### config.mk
export PLATFORM = sky130hd
export DESIGN_NAME = calendar_clock_add_seconds_top_flat
export DESIGN_NICKNAME = d
export VERILOG_FILES = /design/src/rtl/ccas_pkg.sv /design/src/rtl/ccas_adv_if.sv /design/src/rtl/ccas_now_if.sv /design/src/rtl/calendar_clock_add_seconds_top.sv /design/src/rtl/ccas_ctrl.sv /design/src/rtl/ccas_dp.sv /design/src/flat_wrapper.sv
export VERILOG_INCLUDE_DIRS = /design/src /design/src/rtl
export SDC_FILE = /design/constraint.sdc
export NUM_CORES = 1
export LEC_CHECK = 0
export BUFFER_PORTS_ARGS = -buffer_cell sky130_fd_sc_hd__buf_2
export CAP_MARGIN = 20
export CORE_ASPECT_RATIO = 0.5
export CORE_MARGIN = 4
export CORE_UTILIZATION = 61
export CTS_BUF_LIST = sky130_fd_sc_hd__clkbuf_4 sky130_fd_sc_hd__clkbuf_8 sky130_fd_sc_hd__clkbuf_16
export CTS_CLUSTER_SIZE = 24
export DETAILED_ROUTE_END_ITERATION = 6
export PLACE_DENSITY = 0.76
export SETUP_SLACK_MARGIN = 0.2
export SYNTH_ARGS = -nofsm -noshare
export SYNTH_HDL_FRONTEND = slang
export SYNTH_SLANG_ARGS = --single-unit
### constraint.sdc
create_clock -name clk -period 6.7 [get_ports clk]
set_input_delay 0.335 -clock clk [delete_from_list [all_inputs] [get_ports clk]]
set_output_delay 0.335 -clock clk [all_outputs]
set_load 0.05 [all_outputs]
### src/rtl/calendar_clock_add_seconds_top_macros.svh
// Assertion macros for the calendar clock block.
// Used by the top level; expects signals named clk and rst in scope.
`ifndef CALENDAR_CLOCK_ADD_SECONDS_TOP_MACROS_SVH
`define CALENDAR_CLOCK_ADD_SECONDS_TOP_MACROS_SVH

// Same-cycle implication, checked at every rising edge outside reset
`define CCAS_ASSERT_NOW(name, ante, cons, msg) \
  name: assert property (@(posedge clk) disable iff (rst) (ante) |-> (cons)) \
    else $error(msg);

// Next-cycle implication
`define CCAS_ASSERT_NEXT(name, ante, cons, msg) \
  name: assert property (@(posedge clk) disable iff (rst) (ante) |=> (cons)) \
    else $error(msg);

`endif

### src/rtl/ccas_pkg.sv
// Shared types, constants and the month length table for the calendar clock.
// No dependencies; compiled first.
package ccas_pkg;

  // Field widths
  localparam int YEAR_W   = 16;
  localparam int MONTH_W  = 4;
  localparam int DAY_W    = 5;
  localparam int HOUR_W   = 5;
  localparam int MINUTE_W = 6;
  localparam int SECOND_W = 6;

  // Default width of the seconds increment
  localparam int ADD_BITS_DEF = 20;

  // Configuration port
  localparam int CFG_IDX_W  = 3;
  localparam int CFG_DATA_W = 16;
  localparam logic [CFG_IDX_W-1:0] REG_YEAR   = 3'd0;
  localparam logic [CFG_IDX_W-1:0] REG_MONTH  = 3'd1;
  localparam logic [CFG_IDX_W-1:0] REG_DAY    = 3'd2;
  localparam logic [CFG_IDX_W-1:0] REG_HOUR   = 3'd3;
  localparam logic [CFG_IDX_W-1:0] REG_MINUTE = 3'd4;
  localparam logic [CFG_IDX_W-1:0] REG_SECOND = 3'd5;

  // Reset values of the start registers
  localparam logic [YEAR_W-1:0]   RST_YEAR   = 16'd1;
  localparam logic [MONTH_W-1:0]  RST_MONTH  = 4'd1;
  localparam logic [DAY_W-1:0]    RST_DAY    = 5'd1;
  localparam logic [HOUR_W-1:0]   RST_HOUR   = 5'd0;
  localparam logic [MINUTE_W-1:0] RST_MINUTE = 6'd0;
  localparam logic [SECOND_W-1:0] RST_SECOND = 6'd0;

  // Calendar limits
  localparam logic [MONTH_W-1:0] MONTH_JAN = 4'd1;
  localparam logic [MONTH_W-1:0] MONTH_DEC = 4'd12;
  localparam logic [DAY_W-1:0]   DAY_FIRST = 5'd1;

  // Time constants
  localparam int SEC_PER_DAY  = 86400;
  localparam int SEC_PER_HOUR = 3600;
  localparam int SEC_PER_MIN  = 60;
  localparam int TOD_W        = 17;   // seconds of day, below 86400
  localparam int REM_W        = 12;   // seconds within the hour, below 3600

  // hour = ((tod >> 4) * 4661) >> 20, exact for tod below 86400
  localparam int HOUR_IN_W  = 13;
  localparam int HOUR_PROD_W = 26;
  localparam int HOUR_MUL   = 4661;
  localparam int HOUR_SHIFT = 20;

  // minute = ((rem >> 2) * 1093) >> 14, exact for rem below 3600
  localparam int MIN_IN_W   = 10;
  localparam int MIN_PROD_W = 21;
  localparam int MIN_MUL    = 1093;
  localparam int MIN_SHIFT  = 14;

  // year / 25 = (year * 83887) >> 21, exact over 16 bits
  localparam int Q25_W       = 12;
  localparam int Q25_PROD_W  = 33;
  localparam int DIV25_MUL   = 83887;
  localparam int DIV25_SHIFT = 21;
  localparam int DIV25_CHK_W = 17;

  // Commands from the controller to the datapath
  typedef struct packed {
    logic start;      // capture the seconds-of-day total
    logic load_year;  // copy the start year into the clock
    logic leap_mul;   // year / 25 quotient
    logic leap_chk;   // leap flag from the quotient
    logic load_rest;  // load the time and the clamped month and day
    logic day_step;   // drop one day from the total, advance the date
    logic hour_calc;  // hour from the remaining seconds of day
    logic rem_calc;   // seconds within the hour
    logic min_calc;   // minute from seconds within the hour
    logic finish;     // second, commit time, load the result register
  } dp_cmd_t;

  // Status from the datapath to the controller
  typedef struct packed {
    logic cfg_hit;    // a start register is being written
    logic day_left;   // total still holds a whole day
    logic year_wrap;  // a day step now would cross into a new year
  } dp_sts_t;

  // Days in a month; February depends on the leap flag
  function automatic logic [DAY_W-1:0] days_in_month(input logic [MONTH_W-1:0] month,
                                                     input logic leap);
    logic [DAY_W-1:0] len;
    case (month) inside
      4'd4, 4'd6, 4'd9, 4'd11: len = 5'd30;
      4'd2:                    len = leap ? 5'd29 : 5'd28;
      default:                 len = 5'd31;
    endcase
    return len;
  endfunction

endpackage

### src/rtl/ccas_adv_if.sv
// Input channel of the calendar clock: seconds to add.
// Depends on ccas_pkg for the default width; width set by the ADD_BITS parameter.
interface ccas_adv_if #(
  parameter int ADD_BITS = ccas_pkg::ADD_BITS_DEF
);
  logic                valid;
  logic                ready;
  logic [ADD_BITS-1:0] add_seconds;

  modport source (output valid, output add_seconds, input ready);
  modport sink   (input valid, input add_seconds, output ready);
endinterface

### src/rtl/ccas_now_if.sv
// Result channel of the calendar clock: date and time after an advance.
// Depends on ccas_pkg for the field widths.
interface ccas_now_if;
  logic                          valid;
  logic                          ready;
  logic [ccas_pkg::YEAR_W-1:0]   year_out;
  logic [ccas_pkg::MONTH_W-1:0]  month_out;
  logic [ccas_pkg::DAY_W-1:0]    day_out;
  logic [ccas_pkg::HOUR_W-1:0]   hour_out;
  logic [ccas_pkg::MINUTE_W-1:0] minute_out;
  logic [ccas_pkg::SECOND_W-1:0] second_out;

  modport source (output valid, output year_out, output month_out, output day_out,
                  output hour_out, output minute_out, output second_out, input ready);
  modport sink   (input valid, input year_out, input month_out, input day_out,
                  input hour_out, input minute_out, input second_out, output ready);
endinterface

### src/rtl/calendar_clock_add_seconds_top.sv
// Top level of the calendar clock: controller, datapath and channel wiring.
// Depends on ccas_pkg, ccas_adv_if, ccas_now_if, ccas_ctrl, ccas_dp and the macros header.
//
//   channel  dir   handshake      payload
//   adv      in    valid/ready    add_seconds
//   now      out   valid/ready    year_out month_out day_out hour_out minute_out second_out
//   cfg_*    in    cfg_we         cfg_idx cfg_data
//
// After the input transfer the day loop steps one whole day per cycle, held for a leap refresh
// on each new year entered; the hour, remainder and minute steps follow, then the commit into the
// result register. The next input can transfer once the controller is back to idle. With 20-bit
// increments at most 13 whole days are crossed. A waiting result holds the commit of the next one,
// and input with it. Reset loads 0001-01-01 00:00:00; a start register write reloads the clock
// through year load, leap multiply, leap check and load of the rest, with input held off.
`include "calendar_clock_add_seconds_top_macros.svh"

module calendar_clock_add_seconds_top #(
  parameter int ADD_BITS = ccas_pkg::ADD_BITS_DEF
) (
  input  logic                            clk,
  input  logic                            rst,
  ccas_adv_if.sink                        adv,
  ccas_now_if.source                      now,
  input  logic                            cfg_we,
  input  logic [ccas_pkg::CFG_IDX_W-1:0]  cfg_idx,
  input  logic [ccas_pkg::CFG_DATA_W-1:0] cfg_data
);

  ccas_pkg::dp_cmd_t cmd;
  ccas_pkg::dp_sts_t sts;
  logic [ADD_BITS-1:0] add_seconds;

  assign add_seconds = adv.add_seconds;

  ccas_ctrl u_ctrl (
    .clk       (clk),
    .rst       (rst),
    .in_valid  (adv.valid),
    .in_ready  (adv.ready),
    .out_valid (now.valid),
    .out_ready (now.ready),
    .sts       (sts),
    .cmd       (cmd)
  );

  ccas_dp #(
    .ADD_BITS (ADD_BITS)
  ) u_dp (
    .clk         (clk),
    .rst         (rst),
    .cfg_we      (cfg_we),
    .cfg_idx     (cfg_idx),
    .cfg_data    (cfg_data),
    .add_seconds (add_seconds),
    .cmd         (cmd),
    .sts         (sts),
    .year_out    (now.year_out),
    .month_out   (now.month_out),
    .day_out     (now.day_out),
    .hour_out    (now.hour_out),
    .minute_out  (now.minute_out),
    .second_out  (now.second_out)
  );

  // Every result holds a month in range, a day of at least one and a normalized time
  `CCAS_ASSERT_NOW(a_result_range, now.valid, (now.month_out >= ccas_pkg::MONTH_JAN) && (now.month_out <= ccas_pkg::MONTH_DEC) && (now.day_out >= ccas_pkg::DAY_FIRST) && (now.hour_out < 5'd24) && (now.minute_out < 6'd60) && (now.second_out < 6'd60), "result field out of range")

  // One item at a time: no transfer in the cycle after one
  `CCAS_ASSERT_NEXT(a_one_item, adv.valid && adv.ready, !adv.ready, "input taken while busy")

  // A reload holds off input
  `CCAS_ASSERT_NEXT(a_reload_block, sts.cfg_hit, !adv.ready, "input open during reload")

  // Entering a new year refreshes the leap flag before the next day step
  `CCAS_ASSERT_NEXT(a_leap_refresh, cmd.day_step && sts.year_wrap, cmd.leap_mul && !cmd.day_step, "leap flag not refreshed")

endmodule

### src/rtl/ccas_ctrl.sv
// Sequencer of the calendar clock: reload, day loop and time split.
// Depends on ccas_pkg for the command and status structs.
module ccas_ctrl (
  input  logic              clk,
  input  logic              rst,
  input  logic              in_valid,
  output logic              in_ready,
  output logic              out_valid,
  input  logic              out_ready,
  input  ccas_pkg::dp_sts_t sts,
  output ccas_pkg::dp_cmd_t cmd
);

  typedef enum logic [10:0] {
    ST_IDLE    = 11'b000_0000_0001,
    ST_LD_YEAR = 11'b000_0000_0010,
    ST_LD_MUL  = 11'b000_0000_0100,
    ST_LD_CHK  = 11'b000_0000_1000,
    ST_LD_SET  = 11'b000_0001_0000,
    ST_DAYS    = 11'b000_0010_0000,
    ST_YR_MUL  = 11'b000_0100_0000,
    ST_YR_CHK  = 11'b000_1000_0000,
    ST_REM     = 11'b001_0000_0000,
    ST_MIN     = 11'b010_0000_0000,
    ST_FIN     = 11'b100_0000_0000
  } state_t;

  state_t state;
  state_t state_next;
  logic   out_valid_next;
  logic   slot_free;

  assign slot_free = !out_valid || out_ready;
  assign in_ready  = (state == ST_IDLE);

  // Next state and commands
  always_comb begin
    state_next = state;
    cmd        = '0;
    unique case (state)
      ST_IDLE: begin
        if (in_valid) begin
          cmd.start  = 1'b1;
          state_next = ST_DAYS;
        end
      end
      ST_LD_YEAR: begin
        cmd.load_year = 1'b1;
        state_next    = ST_LD_MUL;
      end
      ST_LD_MUL: begin
        cmd.leap_mul = 1'b1;
        state_next   = ST_LD_CHK;
      end
      ST_LD_CHK: begin
        cmd.leap_chk = 1'b1;
        state_next   = ST_LD_SET;
      end
      ST_LD_SET: begin
        cmd.load_rest = 1'b1;
        state_next    = ST_IDLE;
      end
      ST_DAYS: begin
        if (sts.day_left) begin
          cmd.day_step = 1'b1;
          if (sts.year_wrap) begin
            state_next = ST_YR_MUL;
          end
        end else begin
          cmd.hour_calc = 1'b1;
          state_next    = ST_REM;
        end
      end
      ST_YR_MUL: begin
        cmd.leap_mul = 1'b1;
        state_next   = ST_YR_CHK;
      end
      ST_YR_CHK: begin
        cmd.leap_chk = 1'b1;
        state_next   = ST_DAYS;
      end
      ST_REM: begin
        cmd.rem_calc = 1'b1;
        state_next   = ST_MIN;
      end
      ST_MIN: begin
        cmd.min_calc = 1'b1;
        state_next   = ST_FIN;
      end
      ST_FIN: begin
        // Hold until the result register is free
        if (slot_free) begin
          cmd.finish = 1'b1;
          state_next = ST_IDLE;
        end
      end
      default: begin
        state_next = ST_IDLE;
      end
    endcase
    // A start register write restarts the reload, also in the middle of an advance
    if (sts.cfg_hit) begin
      state_next = ST_LD_YEAR;
    end
  end

  // Result valid: set on commit, drop on transfer
  always_comb begin
    out_valid_next = out_valid;
    if (out_valid && out_ready) begin
      out_valid_next = 1'b0;
    end
    if (cmd.finish) begin
      out_valid_next = 1'b1;
    end
  end

  always_ff @(posedge clk) begin
    if (rst) begin
      state     <= ST_IDLE;
      out_valid <= 1'b0;
    end else begin
      state     <= state_next;
      out_valid <= out_valid_next;
    end
  end

endmodule

### src/rtl/ccas_dp.sv
// Datapath of the calendar clock: start registers, clock state, day loop
// arithmetic, time split and result register. Depends on ccas_pkg.
module ccas_dp #(
  parameter int ADD_BITS = ccas_pkg::ADD_BITS_DEF
) (
  input  logic                                clk,
  input  logic                                rst,
  input  logic                                cfg_we,
  input  logic [ccas_pkg::CFG_IDX_W-1:0]      cfg_idx,
  input  logic [ccas_pkg::CFG_DATA_W-1:0]     cfg_data,
  input  logic [ADD_BITS-1:0]                 add_seconds,
  input  ccas_pkg::dp_cmd_t                   cmd,
  output ccas_pkg::dp_sts_t                   sts,
  output logic [ccas_pkg::YEAR_W-1:0]         year_out,
  output logic [ccas_pkg::MONTH_W-1:0]        month_out,
  output logic [ccas_pkg::DAY_W-1:0]          day_out,
  output logic [ccas_pkg::HOUR_W-1:0]         hour_out,
  output logic [ccas_pkg::MINUTE_W-1:0]       minute_out,
  output logic [ccas_pkg::SECOND_W-1:0]       second_out
);

  // Time of day can reach 115443 from an unnormalized start, so one bit more
  localparam int TOT_W = ADD_BITS + 1;

  // Start registers
  logic [ccas_pkg::YEAR_W-1:0]   start_year;
  logic [ccas_pkg::MONTH_W-1:0]  start_month;
  logic [ccas_pkg::DAY_W-1:0]    start_day;
  logic [ccas_pkg::HOUR_W-1:0]   start_hour;
  logic [ccas_pkg::MINUTE_W-1:0] start_minute;
  logic [ccas_pkg::SECOND_W-1:0] start_second;

  // Clock state
  logic [ccas_pkg::YEAR_W-1:0]   cur_year;
  logic [ccas_pkg::MONTH_W-1:0]  cur_month;
  logic [ccas_pkg::DAY_W-1:0]    cur_day;
  logic [ccas_pkg::HOUR_W-1:0]   cur_hour;
  logic [ccas_pkg::MINUTE_W-1:0] cur_minute;
  logic [ccas_pkg::SECOND_W-1:0] cur_second;
  logic                          leap;

  // Work registers
  logic [TOT_W-1:0]              total;
  logic [ccas_pkg::Q25_W-1:0]    q25;
  logic [ccas_pkg::REM_W-1:0]    rem;

  // Combinational terms
  logic [TOT_W-1:0]                    total_start;
  logic [ccas_pkg::DAY_W-1:0]          cur_len;
  logic [ccas_pkg::MONTH_W-1:0]        ld_month;
  logic [ccas_pkg::DAY_W-1:0]          ld_len;
  logic [ccas_pkg::DAY_W-1:0]          ld_day;
  logic [ccas_pkg::Q25_PROD_W-1:0]     q25_prod;
  logic                                div25;
  logic [ccas_pkg::TOD_W-1:0]          tod;
  logic [ccas_pkg::HOUR_PROD_W-1:0]    hour_prod;
  logic [ccas_pkg::MIN_PROD_W-1:0]     min_prod;
  logic [ccas_pkg::SECOND_W-1:0]       sec_calc;

  // Status
  assign sts.cfg_hit   = cfg_we && (cfg_idx <= ccas_pkg::REG_SECOND);
  assign cur_len       = ccas_pkg::days_in_month(cur_month, leap);
  assign sts.day_left  = (total >= TOT_W'(ccas_pkg::SEC_PER_DAY));
  assign sts.year_wrap = (cur_day >= cur_len) && (cur_month >= ccas_pkg::MONTH_DEC);

  // Seconds of day plus increment
  assign total_start = TOT_W'(cur_hour) * TOT_W'(ccas_pkg::SEC_PER_HOUR)
                     + TOT_W'(cur_minute) * TOT_W'(ccas_pkg::SEC_PER_MIN)
                     + TOT_W'(cur_second) + TOT_W'(add_seconds);

  // Leap test: divisible by 25 through a reciprocal multiply
  assign q25_prod = ccas_pkg::Q25_PROD_W'(cur_year)
                  * ccas_pkg::Q25_PROD_W'(ccas_pkg::DIV25_MUL);
  assign div25    = (ccas_pkg::DIV25_CHK_W'(q25) * ccas_pkg::DIV25_CHK_W'(25)
                     == ccas_pkg::DIV25_CHK_W'(cur_year));

  // Clamp the start month and day
  always_comb begin
    ld_month = start_month;
    if (start_month < ccas_pkg::MONTH_JAN) begin
      ld_month = ccas_pkg::MONTH_JAN;
    end else if (start_month > ccas_pkg::MONTH_DEC) begin
      ld_month = ccas_pkg::MONTH_DEC;
    end
    ld_len = ccas_pkg::days_in_month(ld_month, leap);
    ld_day = start_day;
    if (start_day < ccas_pkg::DAY_FIRST) begin
      ld_day = ccas_pkg::DAY_FIRST;
    end else if (start_day > ld_len) begin
      ld_day = ld_len;
    end
  end

  // Split the seconds of day
  assign tod       = total[ccas_pkg::TOD_W-1:0];
  assign hour_prod = ccas_pkg::HOUR_PROD_W'(tod[ccas_pkg::TOD_W-1:4])
                   * ccas_pkg::HOUR_PROD_W'(ccas_pkg::HOUR_MUL);
  assign min_prod  = ccas_pkg::MIN_PROD_W'(rem[ccas_pkg::REM_W-1:2])
                   * ccas_pkg::MIN_PROD_W'(ccas_pkg::MIN_MUL);
  assign sec_calc  = ccas_pkg::SECOND_W'(rem - ccas_pkg::REM_W'(cur_minute)
                                         * ccas_pkg::REM_W'(ccas_pkg::SEC_PER_MIN));

  // Start registers
  always_ff @(posedge clk) begin
    if (rst) begin
      start_year   <= ccas_pkg::RST_YEAR;
      start_month  <= ccas_pkg::RST_MONTH;
      start_day    <= ccas_pkg::RST_DAY;
      start_hour   <= ccas_pkg::RST_HOUR;
      start_minute <= ccas_pkg::RST_MINUTE;
      start_second <= ccas_pkg::RST_SECOND;
    end else if (cfg_we) begin
      unique case (cfg_idx)
        ccas_pkg::REG_YEAR:   start_year   <= cfg_data[ccas_pkg::YEAR_W-1:0];
        ccas_pkg::REG_MONTH:  start_month  <= cfg_data[ccas_pkg::MONTH_W-1:0];
        ccas_pkg::REG_DAY:    start_day    <= cfg_data[ccas_pkg::DAY_W-1:0];
        ccas_pkg::REG_HOUR:   start_hour   <= cfg_data[ccas_pkg::HOUR_W-1:0];
        ccas_pkg::REG_MINUTE: start_minute <= cfg_data[ccas_pkg::MINUTE_W-1:0];
        ccas_pkg::REG_SECOND: start_second <= cfg_data[ccas_pkg::SECOND_W-1:0];
        default: begin
          // unknown index: drop the write
        end
      endcase
    end
  end

  // Clock state
  always_ff @(posedge clk) begin
    if (rst) begin
      cur_year   <= ccas_pkg::RST_YEAR;
      cur_month  <= ccas_pkg::RST_MONTH;
      cur_day    <= ccas_pkg::RST_DAY;
      cur_hour   <= ccas_pkg::RST_HOUR;
      cur_minute <= ccas_pkg::RST_MINUTE;
      cur_second <= ccas_pkg::RST_SECOND;
      leap       <= 1'b0;
    end else begin
      if (cmd.load_year) begin
        cur_year <= start_year;
      end
      if (cmd.leap_chk) begin
        leap <= ((cur_year[1:0] == 2'd0) && !div25) || ((cur_year[3:0] == 4'd0) && div25);
      end
      if (cmd.load_rest) begin
        cur_month  <= ld_month;
        cur_day    <= ld_day;
        cur_hour   <= start_hour;
        cur_minute <= start_minute;
        cur_second <= start_second;
      end
      // Advance the date by one day
      if (cmd.day_step) begin
        if (cur_day >= cur_len) begin
          cur_day <= ccas_pkg::DAY_FIRST;
          if (cur_month >= ccas_pkg::MONTH_DEC) begin
            cur_month <= ccas_pkg::MONTH_JAN;
            cur_year  <= cur_year + 1'b1;
          end else begin
            cur_month <= cur_month + 1'b1;
          end
        end else begin
          cur_day <= cur_day + 1'b1;
        end
      end
      if (cmd.hour_calc) begin
        cur_hour <= ccas_pkg::HOUR_W'(hour_prod >> ccas_pkg::HOUR_SHIFT);
      end
      if (cmd.min_calc) begin
        cur_minute <= ccas_pkg::MINUTE_W'(min_prod >> ccas_pkg::MIN_SHIFT);
      end
      if (cmd.finish) begin
        cur_second <= sec_calc;
      end
    end
  end

  // Work registers
  always_ff @(posedge clk) begin
    if (cmd.start) begin
      total <= total_start;
    end else if (cmd.day_step) begin
      total <= total - TOT_W'(ccas_pkg::SEC_PER_DAY);
    end
    if (cmd.leap_mul) begin
      q25 <= ccas_pkg::Q25_W'(q25_prod >> ccas_pkg::DIV25_SHIFT);
    end
    if (cmd.rem_calc) begin
      rem <= ccas_pkg::REM_W'(tod - ccas_pkg::TOD_W'(cur_hour)
                                    * ccas_pkg::TOD_W'(ccas_pkg::SEC_PER_HOUR));
    end
  end

  // Result register
  always_ff @(posedge clk) begin
    if (cmd.finish) begin
      year_out   <= cur_year;
      month_out  <= cur_month;
      day_out    <= cur_day;
      hour_out   <= cur_hour;
      minute_out <= cur_minute;
      second_out <= sec_calc;
    end
  end

endmodule

### src/flat_wrapper.sv
// flat-port wrapper written by rule: the top's interface ports become plain ports
module calendar_clock_add_seconds_top_flat 
#(
  parameter int ADD_BITS = ccas_pkg::ADD_BITS_DEF
)
  (clk, rst, cfg_we, cfg_idx, cfg_data, adv_valid, adv_add_seconds, adv_ready, now_valid, now_year_out, now_month_out, now_day_out, now_hour_out, now_minute_out, now_second_out, now_ready);
  ccas_adv_if #(.ADD_BITS(ADD_BITS)) adv_i ();
  ccas_now_if now_i ();
  input  logic clk;
  input  logic rst;
  input  logic cfg_we;
  input  logic [ccas_pkg::CFG_IDX_W-1:0] cfg_idx;
  input  logic [ccas_pkg::CFG_DATA_W-1:0] cfg_data;
  input wire logic [$bits(adv_i.valid)-1:0] adv_valid;
  input wire logic [$bits(adv_i.add_seconds)-1:0] adv_add_seconds;
  output wire logic [$bits(adv_i.ready)-1:0] adv_ready;
  output wire logic [$bits(now_i.valid)-1:0] now_valid;
  output wire logic [$bits(now_i.year_out)-1:0] now_year_out;
  output wire logic [$bits(now_i.month_out)-1:0] now_month_out;
  output wire logic [$bits(now_i.day_out)-1:0] now_day_out;
  output wire logic [$bits(now_i.hour_out)-1:0] now_hour_out;
  output wire logic [$bits(now_i.minute_out)-1:0] now_minute_out;
  output wire logic [$bits(now_i.second_out)-1:0] now_second_out;
  input wire logic [$bits(now_i.ready)-1:0] now_ready;
  assign adv_i.valid = adv_valid;
  assign adv_i.add_seconds = adv_add_seconds;
  assign adv_ready = adv_i.ready;
  assign now_valid = now_i.valid;
  assign now_year_out = now_i.year_out;
  assign now_month_out = now_i.month_out;
  assign now_day_out = now_i.day_out;
  assign now_hour_out = now_i.hour_out;
  assign now_minute_out = now_i.minute_out;
  assign now_second_out = now_i.second_out;
  assign now_i.ready = now_ready;
  calendar_clock_add_seconds_top #(.ADD_BITS(ADD_BITS)) u_core (.clk(clk), .rst(rst), .adv(adv_i), .now(now_i), .cfg_we(cfg_we), .cfg_idx(cfg_idx), .cfg_data(cfg_data));
endmodule
# --- Word-level counts from Yosys, hierarchy flattened ---
# Cells that the tools add are included.
op_classes:
  mul: 8
  n_addsub: 9
  muxes: 49
  n_reduce_logical: 31
  order_cmp: 8
  n_eq_ne: 33
op_table:
  columns: ["operator", "count"]
  rows:
  - ["11-bit case mux with 10 select lines", 1]
  - ["16-bit two-way mux", 4]
  - ["11-bit two-way mux", 4]
  - ["21-bit two-way mux", 2]
  - ["5-bit two-way mux", 8]
  - ["16-bit by 17-bit multiplier with 33-bit output (second input constant)", 1]
  - ["13-bit by 13-bit multiplier with 25-bit output (second input constant)", 1]
  - ["4-bit two-way mux", 6]
  - ["6-bit two-way mux", 4]
  - ["19-bit by 20-bit adder with 21-bit output", 1]
  - ["21-bit by 17-bit greater-or-equal comparator with 1-bit output (second input constant)", 1]
  - ["21-bit by 17-bit subtractor with 21-bit output (second input constant)", 1]
  - ["10-bit by 11-bit multiplier with 20-bit output (second input constant)", 1]
  - ["18-bit by 6-bit adder with 19-bit output", 1]
  - ["17-bit by 12-bit adder with 18-bit output", 1]
  - ["17-bit by 16-bit == test with 1-bit output", 1]
  - ["12-bit by 5-bit multiplier with 17-bit output (second input constant)", 1]
  - ["16-bit by 1-bit adder with 16-bit output (second input constant)", 1]
  - ["4-bit by 3-bit == test with 1-bit output (second input constant)", 4]
  - ["4-bit == test (second input constant)", 4]
  - ["1-bit two-way mux", 15]
  - ["5-bit by 8-bit multiplier with 13-bit output (second input constant)", 1]
  - ["2-bit AND reduction", 6]
  - ["2-bit nonzero test", 6]
  - ["other kinds (43)", 62]
totals:
  output_inout_bits: 44
  word_cells: 163
  inputBits: 44
  register_bits: 184

# --- Logic depth before layout (Yosys ltp) ---
# Gate-level depths: netlist of the first run.
logic_depth:
  depth_word: 11
  mapped_depth: 22

# --- Cells and area by module ---
# A second synthesis of the first run with hierarchy kept.
unflattened:
  cells_unflattened: 2019
  hier_area_um2: 19941.6
modules_own_cells:
  columns: ["mod", "cells_per_inst", "seq_area_each_um2", "area_each_um2", "n_inst"]
  rows:
  - ["ccas_dp", 1926, 4314.1, 19092.1, 1]
  - ["ccas_ctrl", 93, 240.2, 849.6, 1]

# --- Worst setup path after synthesis of the first run ---
# No wires, ideal clock.
synth_path:
  path_kind: "reg-to-reg"
  startpoint: "register u_core.u_dp.cur_year[14] (netlist name)"
  endpoint: "register u_core.u_dp.q25[5] (netlist name) (data pin)"
  synth_period_minus_slack_ps: 5624
  setup_ps: 265
  t_arrival_ps: 5360
  stages_incl_launch_ff: 18
  path_slack_ps: 1076
  path_cell_list: "dfxtp_1 -> fa_1 -> fa_1 -> fa_1 -> fa_1 -> fa_1 -> inv_1 -> fa_1 -> inv_1 -> ha_1 -> a211oi_1 -> o22ai_1 -> o41ai_1 -> a21boi_0 -> o211ai_1 -> a21boi_0 -> o21ai_0 -> a21oi_1"
synth_via:
  elab_chain_cells: 1
synth_rtl:
  columns: ["element", "line_no", "text"]
  rows:
  - ["start: declaration", "ccas_dp.sv:34", "logic [ccas_pkg::YEAR_W-1:0] cur_year;"]
  - ["start signal: assignment", "ccas_dp.sv:130", "cur_year <= ccas_pkg::RST_YEAR;"]
  - ["start signal: assignment", "ccas_dp.sv:139", "cur_year <= start_year;"]
  - ["start signal: assignment", "ccas_dp.sv:157", "cur_year <= cur_year + 1'b1;"]
  - ["16-bit by 17-bit multiplier with 33-bit output", "ccas_dp.sv:73", "* ccas_pkg::Q25_PROD_W'(ccas_pkg::DIV25_MUL);"]
  - ["net u_core.u_dp.q25_prod (one bit)", "ccas_dp.sv:53", "logic [ccas_pkg::Q25_PROD_W-1:0] q25_prod;"]
  - ["end signal: assignment", "ccas_dp.sv:185", "q25 <= ccas_pkg::Q25_W'(q25_prod >> ccas_pkg::DIV25_SHIFT);"]
  - ["end: declaration", "ccas_dp.sv:44", "logic [ccas_pkg::Q25_W-1:0] q25;"]
# The timed path passes the listed nets, and every way through them passes these cells.
# A chain may end at the register's enable or synchronous reset.

# --- Final worst setup path of the first run ---
layout_path:
  startpoint: "register u_core.u_dp.cur_year[2] (netlist name)"
  endpoint: "register u_core.u_dp.q25[11] (netlist name) (data pin)"
# Same word-level chain as after synthesis.

==> results by group, run 1 <==
Run status
  • Status: completed

Routing
  • Via density: 5.59
  • Antenna Nets Post-Route: 0
  • Top Layer Used: met4
  • Drt pass-1 iters: 5
  • # DRC: 0
  • Drt wl/cell: 17.5 um
  • First-iteration detailed-routing DRC count: 928
  • Metal-1 WL: 20300 um
  • WL final: 44800 um
  • Routed vias: 14300
  • DR WL met2: 21700 um
  • WL met3: 1770 um

Logic synthesis
  • Mux contribution to synthesized area: 1.63%
  • Synth cell types: 75
  • Compound-Gate Fraction of Synth Area: 9.60%
  • XOR/XNOR Fraction of Synth Area: 3.95%
  • Post-synthesis simple-gate area fraction: 10.2%
  • Largest family of logic cells by synthesized area: adder cells
  • Sequential share of the synthesized area: 23.0%
  • Synthesized flop and latch total: 184
  • Syn. warnings: 0
  • Mapped Nets: 2650
  • Post-Synth Adder-Cell Area: 43.3%
  • Post-synth EDFFs: 87
  • Cells after Synth: 2025
  • Synthesized cell area: 19800 um2
  • Async set-reset flop share out of synthesis: 0%
  • Synth Area per Inst: 9.76 um2
  • Most common flop cell mapped by yosys: dfxtp_1

Place
  • Dpl cells: 2525
  • HPWL after DPL: 36600 um
  • Pre-CTS setup slack: 0.360 ns
  • Port buffer count: 87
  • GPL Wtd Cong: 0.913

Power and ir drop
  • PwrDens: 176 nW/um2
  • Design internal power: 2.40 mW
  • Maximum VDD drop: 0.454 mV
  • Switching power: 1.34 mW
  • Leakage Power: 10.8 nW
  • Part of the power in registers: 33.9%
  • Switching Fraction: 35.7%
  • Clock network power share: 27.3%
  • Comb pwr share: 38.8%

Die
  • Die area: 35500 um2
  • Die Width: 263 um
  • Io pins: 88
  • Core area: 31800 um2
  • Die height: 135 um
  • Initial Utilization: 62.1%
  • Row count: 46

STA
  • Tmin final: 6.10 ns
  • Max_slew headroom: 40.0%
  • Final max-slew violation count: 0
  • Final Cycle Share: 91.0%
  • Hold Fails Final Rpt: 0
  • Max Clock Skew: 0.0106 ns
  • Final setup violation count: 0
  • FMAX: 164 MHz
  • Final setup margin: 0.603 ns
  • Worst slew pin tran: 0.900 ns
  • RSZ-0062 raised after global routing: false
  • Sum Neg Setup Slack: 0 ns

Setup path
  • Cell Chain, Critical Path: inv_1 -> ha_1 -> inv_1 -> fa_1 -> inv_1 -> fa_1 -> fa_1 -> fa_1 -> inv_1 -> fa_1 -> inv_1 -> ha_1 -> a221oi_1 -> nand3_1 -> o211ai_1 -> a21oi_1 -> nor3_2 -> o21ai_0 -> a31oi_1 -> xnor2_1
  • Reg2reg setup slack: 0.60 ns
  • Worst reg2reg endpoint: u_core.u_dp.q25[11]
  • Reg2reg path depth: 20
  • Crit start category: flip-flop
  • CP Class: reg2reg
  • Worst R2R Start: u_core.u_dp.cur_year[2]
  • Crit path DAT: 6.29 ns
  • Crit-path max cell delay: 0.54 ns
  • Slowest CP cell: dfxtp_1
  • Critical path required time: 6.89 ns
  • Setup crit end kind: flip-flop
  • Crit Path Max Fanout: 9

Final layout
  • Most frequent cells in the layout: 409 x ha_1, 391 x inv_1, 172 x fa_1, 131 x nor2_1, 113 x a21oi_1
  • Commonest non-fill, non-tap cell in the layout: ha_1
  • Share of post-route cells with drive strength above 1: 7.34%
  • Finished Core Util: 66.9%
  • Area growth syn-to-layout: 7.75%
  • Ant. Diodes: 0
  • Filler Cell Count: 2531
  • Layout net count: 2737
  • Final std cells w/o fill: 2557

Clock tree
  • Clk pin slew, worst setup/hold paths: 0.07 ns
  • Root Driver: clkbuf_16
  • CTS sink cnt: 184
  • # H-tree levels: 4
  • Hold Buf Count CTS: 0
  • CTS tree: yes
  • Later-pin clock latency in the skew report: 0.45 ns
  • CTS Buf Count: 17
  • CTS max path bufs: 2

Worst hold path
  • Worst Hold End: u_core.u_dp.start_year[12]
  • Min-delay src: cfg_data[12]
  • Worst min path class: in2reg
  • Hold path depth: 3

Global route
  • Grt total ovfl: 0
  • First-pass GRT wire length: 73000 um
  • All-Layer GR Usage: 25.5%
  • Largest net degree at the start of global routing: 84
  • Initial antenna violation count: 0
  • Vias in the first global route: 14300

Run
  • Max-cap violations: 0
final cells by class:
class | instances | area [um2] | share of cell area, %
multi-input cells | 1416 | 13600 | 63.8
clock inverters | 11 | 118 | 0.552
clock buffers | 21 | 473 | 2.22
repair buffers | 101 | 541 | 2.54
inverters | 392 | 1470 | 6.91
flip-flops and latches | 184 | 4550 | 21.4
well taps | 432 | 541 | 2.54
power groups by stage:
stage	combinational [mW]	sequential (mW)	clock (mW)
2_1_floorplan	1.11	1.27	0
5_1_grt	1.73	1.27	1.07
3_3_place_gp	1.40	1.29	0
3_5_place_dp	1.46	1.29	0
6_report	1.45	1.27	1.02
4_1_cts	1.48	1.27	1.03
cells by family (layout without fill, tap and decap cells):
logic type | count (synthesis) | after routing
adder cells (fa/ha/maj) | 581 | 581
buffers and inverters | 425 | 525
AND/OR/NAND/NOR | 412 | 412
AO/OA/AOI/OAI | 302 | 302
flip-flops | 184 | 184
XOR/XNOR | 89 | 89
multiplexers | 32 | 32
Yosys cell counts, types with 5 or more instances:
cell type	instances	area [um2]
nor3_1	26	130
nand4b_1	6	52.6
xnor2_1	55	482
o21bai_1	7	52.6
clkbuf_1	21	78.8
o31ai_1	8	60.1
inv_1	391	1470
nor2b_1	12	75.1
ha_1	409	5120
a31oi_1	5	31.3
or2_2	5	31.3
nor2_1	131	492
or4_1	5	37.5
a2111oi_0	5	43.8
nor4_1	7	43.8
nand2b_1	14	87.6
nand4_1	16	100
and2_1	9	56.3
and3_1	11	68.8
mux2i_1	30	300
o21a_1	7	52.6
o21ai_0	55	275
a21oi_1	113	566
xor2_1	34	298
a32oi_1	8	70.1
edfxtp_1	87	2610
or3_1	12	75.1
dfxtp_1	97	1940
fa_1	172	3440
nand2_1	106	398
a21o_1	16	120
o211ai_1	9	67.6
a211oi_1	30	225
buf_2	8	40.0
nand3_1	29	145
per-stage QoR:
step / hold WS, ns / power [mW] / instance area, um2
after floorplan: 0.427 / 2.38 / 19800
after global placement: 0.431 / 2.70 / 20700
after detailed placement: 0.443 / 2.76 / 20700
after CTS: 0.116 / 3.77 / 21300
after global routing: 0.123 / 4.08 / 21300
final: 0.122 / 3.74 / 21300
critical path: cells and delay by family, from the launching register on:
kind                     cells  cell delay, ns
buffers and inverters        5            0.37
XOR/XNOR                     1            0.08
AO/OA/AOI/OAI                5            1.18
adder cells (fa/ha/maj)      7            3.15
flip-flops                   1            0.54
AND/OR/NAND/NOR              2            0.51
sequential cells by signal (all words and copies together) (netlist names), 11 cells and up:
signal	count
u_core.u_ctrl.state	11
u_core.u_dp.year_out	16
u_core.u_dp.rem	12
u_core.u_dp.q25	12
u_core.u_dp.cur_year	16
u_core.u_dp.start_year	16
u_core.u_dp.total	21
layer usage:
metal / GRT usage [%] / vias up
li1: - / 6982
met1: 33.7 / 6937
met2: 45.1 / 314
met3: 3.14 / 62
met4: 6.99 / 0
met5: 0 / -
worst max path at each step:
stage | from | endpoint | slack (ns) | depth (start not counted)
floorplan | u_core.u_dp.cur_year[14] | u_core.u_dp.q25[5] | 1.08 | 17
global placement | u_core.u_dp.cur_year[5] | u_core.u_dp.q25[11] | 0.53 | 21
detailed placement | u_core.u_dp.cur_year[15] | u_core.u_dp.q25[11] | 0.36 | 17
finish | u_core.u_dp.cur_year[2] | u_core.u_dp.q25[11] | 0.60 | 20
global route | u_core.u_dp.cur_year[2] | u_core.u_dp.q25[11] | 0.29 | 20
CTS | u_core.u_dp.cur_year[5] | u_core.u_dp.q25[11] | 0.34 | 21
what timing repair did:
item | 4_1_cts | 5_1_grt
setup endpoints to repair | 0 | 7
endpoints found under the hold margin | 0 | 0
setup buffers | 0 | 0
resized for setup | 0 | 2
No activity file was read; power rests on OpenSTA's default activity.
==> inputs of run 2 (changes only) <==
--- a/config.mk
+++ b/config.mk
@@ -8,7 +8,6 @@
 export LEC_CHECK = 0
 export BUFFER_PORTS_ARGS = -buffer_cell sky130_fd_sc_hd__buf_2
 export CAP_MARGIN = 20
-export CORE_ASPECT_RATIO = 0.5
 export CORE_MARGIN = 4
 export CORE_UTILIZATION = 61
 export CTS_BUF_LIST = sky130_fd_sc_hd__clkbuf_4 sky130_fd_sc_hd__clkbuf_8 sky130_fd_sc_hd__clkbuf_16
==> results by group, run 2 (synthesis results as in run 1) <==
Setup path
  • Worst reg2reg endpoint: u_core.u_dp.q25[11]
  • Worst R2R Start: u_core.u_dp.cur_year[3]
  • Setup crit start: u_core.u_dp.cur_year[3]
  • Slowest CP cell: fa_1
  • Setup crit end kind: flip-flop
  • Crit start category: flip-flop
  • Crit-path max cell delay: 0.57 ns (+0.03 ns)
  • Cell Chain, Critical Path: buf_4 -> fa_1 -> inv_1 -> fa_1 -> inv_1 -> fa_1 -> ha_1 -> fa_1 -> inv_1 -> fa_1 -> inv_1 -> ha_1 -> a221oi_1 -> nand3_1 -> o211ai_1 -> a21oi_1 -> nor3_1 -> o21ai_0 -> a31oi_1 -> xnor2_1
  • Crit path DAT: 6.24 ns (-0.05 ns)
  • WP buf/inv: 5 (unchanged)
  • CP Class: reg2reg
  • Most used cell, CP: fa_1
  • Critical path required time: 6.89 ns (about the same)
  • Reg2reg setup slack: 0.64 ns (+0.04 ns)
  • Reg2reg path depth: 20 (unchanged)
  • Critical Path End: u_core.u_dp.q25[11]
  • CP top delay family: adder cells
  • Crit Path Max Fanout: 7 (-2)
  • Critical Path Stages: 20 (unchanged)

Die
  • Row count: 65 (+41%)
  • Core area: 31700 um2 (-0.35%)
  • Initial Utilization: 62.3% (+0.22 points)
  • Die Width: 188 um (-28%)
  • Die height: 188 um (+39%)
  • Die area: 35300 um2 (-0.50%)
  • Io pins: 88 (unchanged)

Final layout
  • Max reg flops: 21 (unchanged)
  • Most frequent cells in the layout: 409 x ha_1, 391 x inv_1, 172 x fa_1, 131 x nor2_1, 113 x a21oi_1
  • Area growth syn-to-layout: 7.42%
  • Ant. Diodes: 0 (unchanged)
  • Commonest non-fill, non-tap cell in the layout: ha_1
  • Filler Cell Count: 2512 (-0.75%)
  • Layout net count: 2736 (-0.037%)
  • Reg with most FFs: u_core.u_dp.total
  • Share of post-route cells with drive strength above 1: 7.30% (-0.044 points)
  • Cell area after layout: 21200 um2 (-0.31%)

Power and ir drop
  • Leakage Power: 10.8 nW (-0.20%)
  • PwrDens: 177 nW/um2 (+0.88%)
  • Maximum VDD drop: 0.169 mV (-63%)

STA
  • Final setup violation count: 0 (unchanged)
  • Final Cycle Share: 90.4% (-0.61 points)
  • Sum Neg Setup Slack: 0 ns (unchanged)
  • Tmin final: 6.06 ns (-0.0411 ns)
  • Final max-slew violation count: 0 (unchanged)
  • Max Clock Skew: 0.0135 ns (+0.00282 ns)
  • Hold Fails Final Rpt: 0 (unchanged)
  • FMAX: 165 MHz (+0.68%)
  • RSZ-0062 raised after global routing: false
  • Worst slew pin tran: 1.06 ns (+0.159 ns)
  • Max_slew headroom: 28.7% (-11 points)

Global route
  • First-pass GRT wire length: 77200 um (+5.8%)
  • Grt total ovfl: 0 (unchanged)
  • All-Layer GR Usage: 27.1% (+1.6 points)
  • Largest net degree at the start of global routing: 58 (-31%)
  • Vias in the first global route: 15000 (+4.9%)
  • Initial antenna violation count: 0 (unchanged)

Run
  • Max-cap violations: 0 (unchanged)

Clock tree
  • Post-CTS Setup Inserts: 0 (unchanged)
  • CTS sink cnt: 184 (unchanged)
  • Root Driver: clkbuf_16
  • CTS max path bufs: 2 (unchanged)
  • # H-tree levels: 4 (unchanged)
  • Clk pin slew, worst setup/hold paths: 0.08 ns (about the same)
  • CTS Buf Count: 17 (unchanged)
  • Later-pin clock latency in the skew report: 0.44 ns (about the same)
  • CTS tree: yes

Routing
  • Antenna Nets Post-Route: 0 (unchanged)
  • # DRC: 0 (unchanged)
  • Routed vias: 14500 (+1.7%)
  • Via density: 5.75 (+2.9%)
  • Drt wl/cell: 18.6 um (+6.2%)
  • First-iteration detailed-routing DRC count: 803 (-13%)
  • Drt pass-1 iters: 5 (unchanged)
  • WL final: 47000 um (+4.9%)

Place
  • HPWL after DPL: 38400 um (+4.8%)
  • GPL Wtd Cong: 0.953 (+4.4%)
  • Port buffer count: 87 (unchanged)
  • Placed Area: 20600 um2 (-0.22%)

Run status
  • Status: completed

Worst hold path
  • Worst min path class: in2reg
  • Min-delay src: cfg_data[7]
## run 2: routing by layer
layer | vias up | GRT usage (%) | wire length (um)
met5 | - | 0 | 0
met4 | 0 | 8.30 | 1240
met3 | 78 | 3.37 | 2300
met2 | 428 | 46.1 | 23000
met1 | 7035 | 36.6 | 20500
li1 | 6994 | - | -
## run 2: worst min path at each step
| stage | endpoint | depth (start not counted) |
|---|---|---|
| CTS | u_core.u_dp.start_year[7] | 3 |
| global route | u_core.u_dp.start_year[15] | 3 |
| detailed placement | u_core.u_dp.rem[3] | 0 |
| global placement | u_core.u_dp.rem[3] | 0 |
| finish | u_core.u_dp.start_year[7] | 3 |
| floorplan | u_core.u_dp.second_out[0] | 0 |
## run 2: area by class of cell
cell class	instances	area [um2]	share of cell area, %
clock inverter	14	139	0.654
clock buffer	18	433	2.04
tap	402	503	2.37
timing repair buffer	100	533	2.51
inverter	392	1470	6.93
multi-input combinational	1416	13600	64.0
sequential	184	4560	21.5
## run 2: repair_timing
action	4_1_cts	5_1_grt
endpoints found under the setup margin	0	4
hold buffers	0	0
resized for setup	0	3
## run 2: power by group
part           leakage [nW]  internal, mW  switching, mW
Combinational          8.94         0.655          0.846
Sequential             1.59          1.21         0.0552
Clock                 0.272         0.498          0.496
Total                  10.8          2.36           1.40
## run 2: stage by stage
stage	power, mW	setup slack (ns)	cells	utilization (%)	hold WS, ns
CTS	3.79	0.541	2526	66.9	0.115
floorplan	2.38	1.08	2025	-	0.427
global route	4.08	0.209	2526	66.9	0.131
global placement	2.69	0.720	2494	65.1	0.433
finish	3.76	0.644	2526	66.9	0.134
detailed placement	2.78	0.552	2494	65.1	0.433
## run 2: worst register-to-register path, cell delays in order (launching register included)
cell	delay (ns)
dfxtp_1	0.39
buf_4	0.19
fa_1	0.57
inv_1	0.07
fa_1	0.48
inv_1	0.05
fa_1	0.46
ha_1	0.33
fa_1	0.55
inv_1	0.07
fa_1	0.55
inv_1	0.05
ha_1	0.30
a221oi_1	0.25
nand3_1	0.12
o211ai_1	0.35
a21oi_1	0.17
nor3_1	0.35
o21ai_0	0.19
a31oi_1	0.23
xnor2_1	0.08
==> inputs of run 3 (changes only) <==
--- a/config.mk
+++ b/config.mk
@@ -8,13 +8,14 @@
 export LEC_CHECK = 0
 export BUFFER_PORTS_ARGS = -buffer_cell sky130_fd_sc_hd__buf_2
 export CAP_MARGIN = 20
-export CORE_MARGIN = 4
-export CORE_UTILIZATION = 61
+export CORE_MARGIN = 2
+export CORE_UTILIZATION = 64
 export CTS_BUF_LIST = sky130_fd_sc_hd__clkbuf_4 sky130_fd_sc_hd__clkbuf_8 sky130_fd_sc_hd__clkbuf_16
 export CTS_CLUSTER_SIZE = 24
 export DETAILED_ROUTE_END_ITERATION = 6
-export PLACE_DENSITY = 0.76
+export PLACE_DENSITY = 0.79
 export SETUP_SLACK_MARGIN = 0.2
 export SYNTH_ARGS = -nofsm -noshare
 export SYNTH_HDL_FRONTEND = slang
+export SYNTH_HIERARCHICAL = 1
 export SYNTH_SLANG_ARGS = --single-unit
==> results by group, run 3 <==
Run status
  • Status: completed

Routing
  • Routed vias: 14700 (+0.87%)
  • Via density: 5.84 (+1.6%)
  • Drt wl/cell: 18.7 um (+0.60%)
  • Antenna Nets Post-Route: 0 (unchanged)
  • Drt pass-1 iters: 7 (+2)
  • # DRC: 0 (unchanged)
  • WL final: 47000 um (about the same)
  • First-iteration detailed-routing DRC count: 1186 (+48%)

Logic synthesis
  • Cells after Synth: 2019 (-0.30%)
  • Most common flop cell mapped by yosys: dfxtp_1
  • Count leader, synth: ha_1
  • Post-Synth Adder-Cell Area: 43.1% (-0.27 points)
  • Largest family of logic cells by synthesized area: adder cells
  • Sequential share of the synthesized area: 22.8% (-0.21 points)
  • Synthesized cell area: 19900 um2 (+0.92%)
  • Synth cell types: 79 (+5.3%)
  • Synthesized flop and latch total: 184 (unchanged)
  • Post-synth EDFFs: 87 (unchanged)
  • Synth top cells by count: 411 x ha_1, 373 x inv_1, 172 x fa_1
  • Compound-Gate Fraction of Synth Area: 9.84% (+0.24 points)
  • Mux contribution to synthesized area: 1.82% (+0.19 points)
  • Synth Area per Inst: 9.88 um2 (+1.2%)
  • Synth area leaders: ha_1 26%, fa_1 17%, edfxtp_1 13%
  • Yosys top cell by area: ha_1
  • Yosys top cell area share: 25.8% (-0.11 points)
  • Mapped Nets: 2646 (-0.15%)
  • Post-synthesis simple-gate area fraction: 10.2% (-0.018 points)
  • Async set-reset flop share out of synthesis: 0% (unchanged)
  • Syn. warnings: 6 (+6)
  • XOR/XNOR Fraction of Synth Area: 4.30% (+0.36 points)

Setup path
  • CP Class: reg2reg
  • Cell Chain, Critical Path: fa_1 -> inv_1 -> fa_1 -> inv_1 -> fa_1 -> fa_1 -> fa_1 -> fa_1 -> ha_1 -> and3_1 -> and3_1 -> a32oi_1 -> a31oi_1 -> a211oi_2 -> o21ai_1 -> a21oi_2 -> xnor2_1
  • Crit start category: flip-flop
  • Crit-path max cell delay: 0.71 ns (+0.14 ns)
  • Reg2reg path depth: 17 (-15%)
  • Critical Path Stages: 17 (-15%)
  • Most used cell, CP: fa_1
  • WP buf/inv: 2 (-3)
  • Crit path DAT: 6.38 ns (+0.14 ns)
  • Critical path required time: 6.91 ns (+0.02 ns)
  • Slowest CP cell: fa_1
  • CP top delay family: adder cells
  • Crit Path Max Fanout: 10 (+3)
  • Setup crit end kind: flip-flop

STA
  • Final setup margin: 0.529 ns (-0.114 ns)
  • Hold WS: 0.150 ns (+0.0156 ns)
  • Max_slew headroom: 37.3% (+8.6 points)
  • RSZ-0062 raised after global routing: false
  • Max Clock Skew: 0.0189 ns (+0.00545 ns)
  • Tmin final: 6.17 ns (+0.114 ns)
  • Sum Neg Setup Slack: 0 ns (unchanged)
  • Worst slew pin tran: 0.940 ns (-0.119 ns)
  • Final Cycle Share: 92.1% (+1.7 points)
  • Final setup violation count: 0 (unchanged)
  • FMAX: 162 MHz (-1.9%)
  • Final max-slew violation count: 0 (unchanged)
  • Hold Fails Final Rpt: 0 (unchanged)

Final layout
  • Most frequent cells in the layout: 411 x ha_1, 373 x inv_1, 172 x fa_1, 127 x nor2_1, 113 x a21oi_1
  • Area growth syn-to-layout: 7.44% (about the same)
  • Max reg flops: 21 (unchanged)
  • Layout net count: 2727 (-0.33%)
  • Cell area after layout: 21400 um2 (+0.95%)
  • Reg with most FFs: u_core/u_dp/total
  • Commonest non-fill, non-tap cell in the layout: ha_1
  • Share of post-route cells with drive strength above 1: 7.86% (+0.56 points)
  • Filler Cell Count: 2334 (-7.1%)
  • Ant. Diodes: 0 (unchanged)
  • Finished Core Util: 69.9% (+2.9 points)

Clock tree
  • # H-tree levels: 4 (unchanged)
  • CTS tree: yes
  • CTS Buf Count: 17 (unchanged)
  • CTS sink cnt: 184 (unchanged)
  • Post-CTS Setup Inserts: 0 (unchanged)
  • Root Driver: clkbuf_16
  • Hold Buf Count CTS: 0 (unchanged)
  • Later-pin clock latency in the skew report: 0.46 ns (+0.02 ns)
  • Post-cts gate resize count: 0 (unchanged)
  • Clk pin slew, worst setup/hold paths: 0.08 ns (about the same)
  • CTS max path bufs: 2 (unchanged)

Power and ir drop
  • Leakage Power: 11.0 nW (+1.4%)
  • Maximum VDD drop: 0.328 mV (+94%)
  • PwrDens: 181 nW/um2 (+1.9%)

Die
  • Die Width: 181 um (-4.0%)
  • Io pins: 88 (unchanged)
  • Die area: 32600 um2 (-7.8%)
  • Initial Utilization: 65.0% (+2.7 points)
  • Row count: 64 (-1.5%)
  • Core area: 30700 um2 (-3.3%)
  • Die height: 181 um (-4.0%)

Global route
  • All-Layer GR Usage: 30.1% (+3.0 points)
  • Largest net degree at the start of global routing: 90 (+55%)
  • Vias in the first global route: 15100 (+0.40%)
  • First-pass GRT wire length: 77700 um (+0.70%)
  • Initial antenna violation count: 0 (unchanged)
  • Grt total ovfl: 0 (unchanged)

Place
  • Pre-CTS setup slack: 0.596 ns (+0.0442 ns)
  • GPL Wtd Cong: 0.961 (+0.78%)
  • HPWL after DPL: 38500 um (+0.21%)
  • Placed Area: 20800 um2 (+0.81%)
  • Port buffer count: 87 (unchanged)

Run
  • Max-cap violations: 0 (unchanged)

Worst hold path
  • Hold path depth: 3 (unchanged)
  • Worst min path class: in2reg
## run 3: area by class of cell
class / count / area, um2 / area share [%]
clock inverter: 15 / 184 / 0.858
timing repair buffer: 102 / 548 / 2.56
tap: 396 / 495 / 2.31
sequential: 184 / 4550 / 21.3
inverter: 373 / 1400 / 6.53
multi-input combinational: 1422 / 13800 / 64.5
clock buffer: 17 / 425 / 1.99
## run 3: routing by layer
layer	global-route usage, %	share of wire [%]	vias to the layer above
li1	-	-	6996
met1	42.0	45	7176
met2	48.7	47	440
met3	6.00	6.8	50
met4	6.77	1.5	0
met5	0	0	-
## run 3: stage by stage
| stage | cells | total power, mW |
|---|---|---|
| after floorplan | 2019 | 2.43 |
| after global placement | 2476 | 2.74 |
| after detailed placement | 2476 | 2.83 |
| after CTS | 2508 | 3.89 |
| after global routing | 2509 | 4.19 |
| final | 2509 | 3.87 |
## run 3: final timing paths
path                                   start                    endpoint  slack (ns)
hold reg to reg   u_core/u_dp/start_year[13]  u_core/u_dp/start_year[13]        0.46
setup reg to reg    u_core/u_dp/cur_year[10]         u_core/u_dp/q25[11]        0.53
setup / recovery    u_core/u_dp/cur_year[10]         u_core/u_dp/q25[11]        0.53
hold / removal                   cfg_data[8]   u_core/u_dp/start_year[8]        0.15
## run 3: kinds of logic (layout without fill, tap and decap cells)
logic type | after synthesis | count (layout)
muxes | 36 | 36
buffers and inverters | 413 | 507
and+or+nand+nor | 396 | 396
xor gates and xnor gates | 98 | 98
adders and majority gates | 583 | 583
DFF | 184 | 184
AOI/OAI and AO/OA | 309 | 309
## run 3: report_power, final
group	leakage [nW]	switching [mW]	internal, mW	total, mW
Combinational	9.06	0.869	0.675	1.54
Sequential	1.59	0.0596	1.21	1.27
Clock	0.300	0.518	0.538	1.06
Total	11.0	1.45	2.42	3.87
## run 3: worst reg2reg max path: cells and delay by family (launching register included)
| family | cells | cell delay [ns] |
|---|---|---|
| XOR/XNOR | 1 | 0.08 |
| flip-flops | 1 | 0.49 |
| AND/OR/NAND/NOR | 2 | 0.40 |
| AO/OA/AOI/OAI | 5 | 1.18 |
| buffers and inverters | 2 | 0.14 |
| adder cells (fa/ha/maj) | 7 | 3.66 |
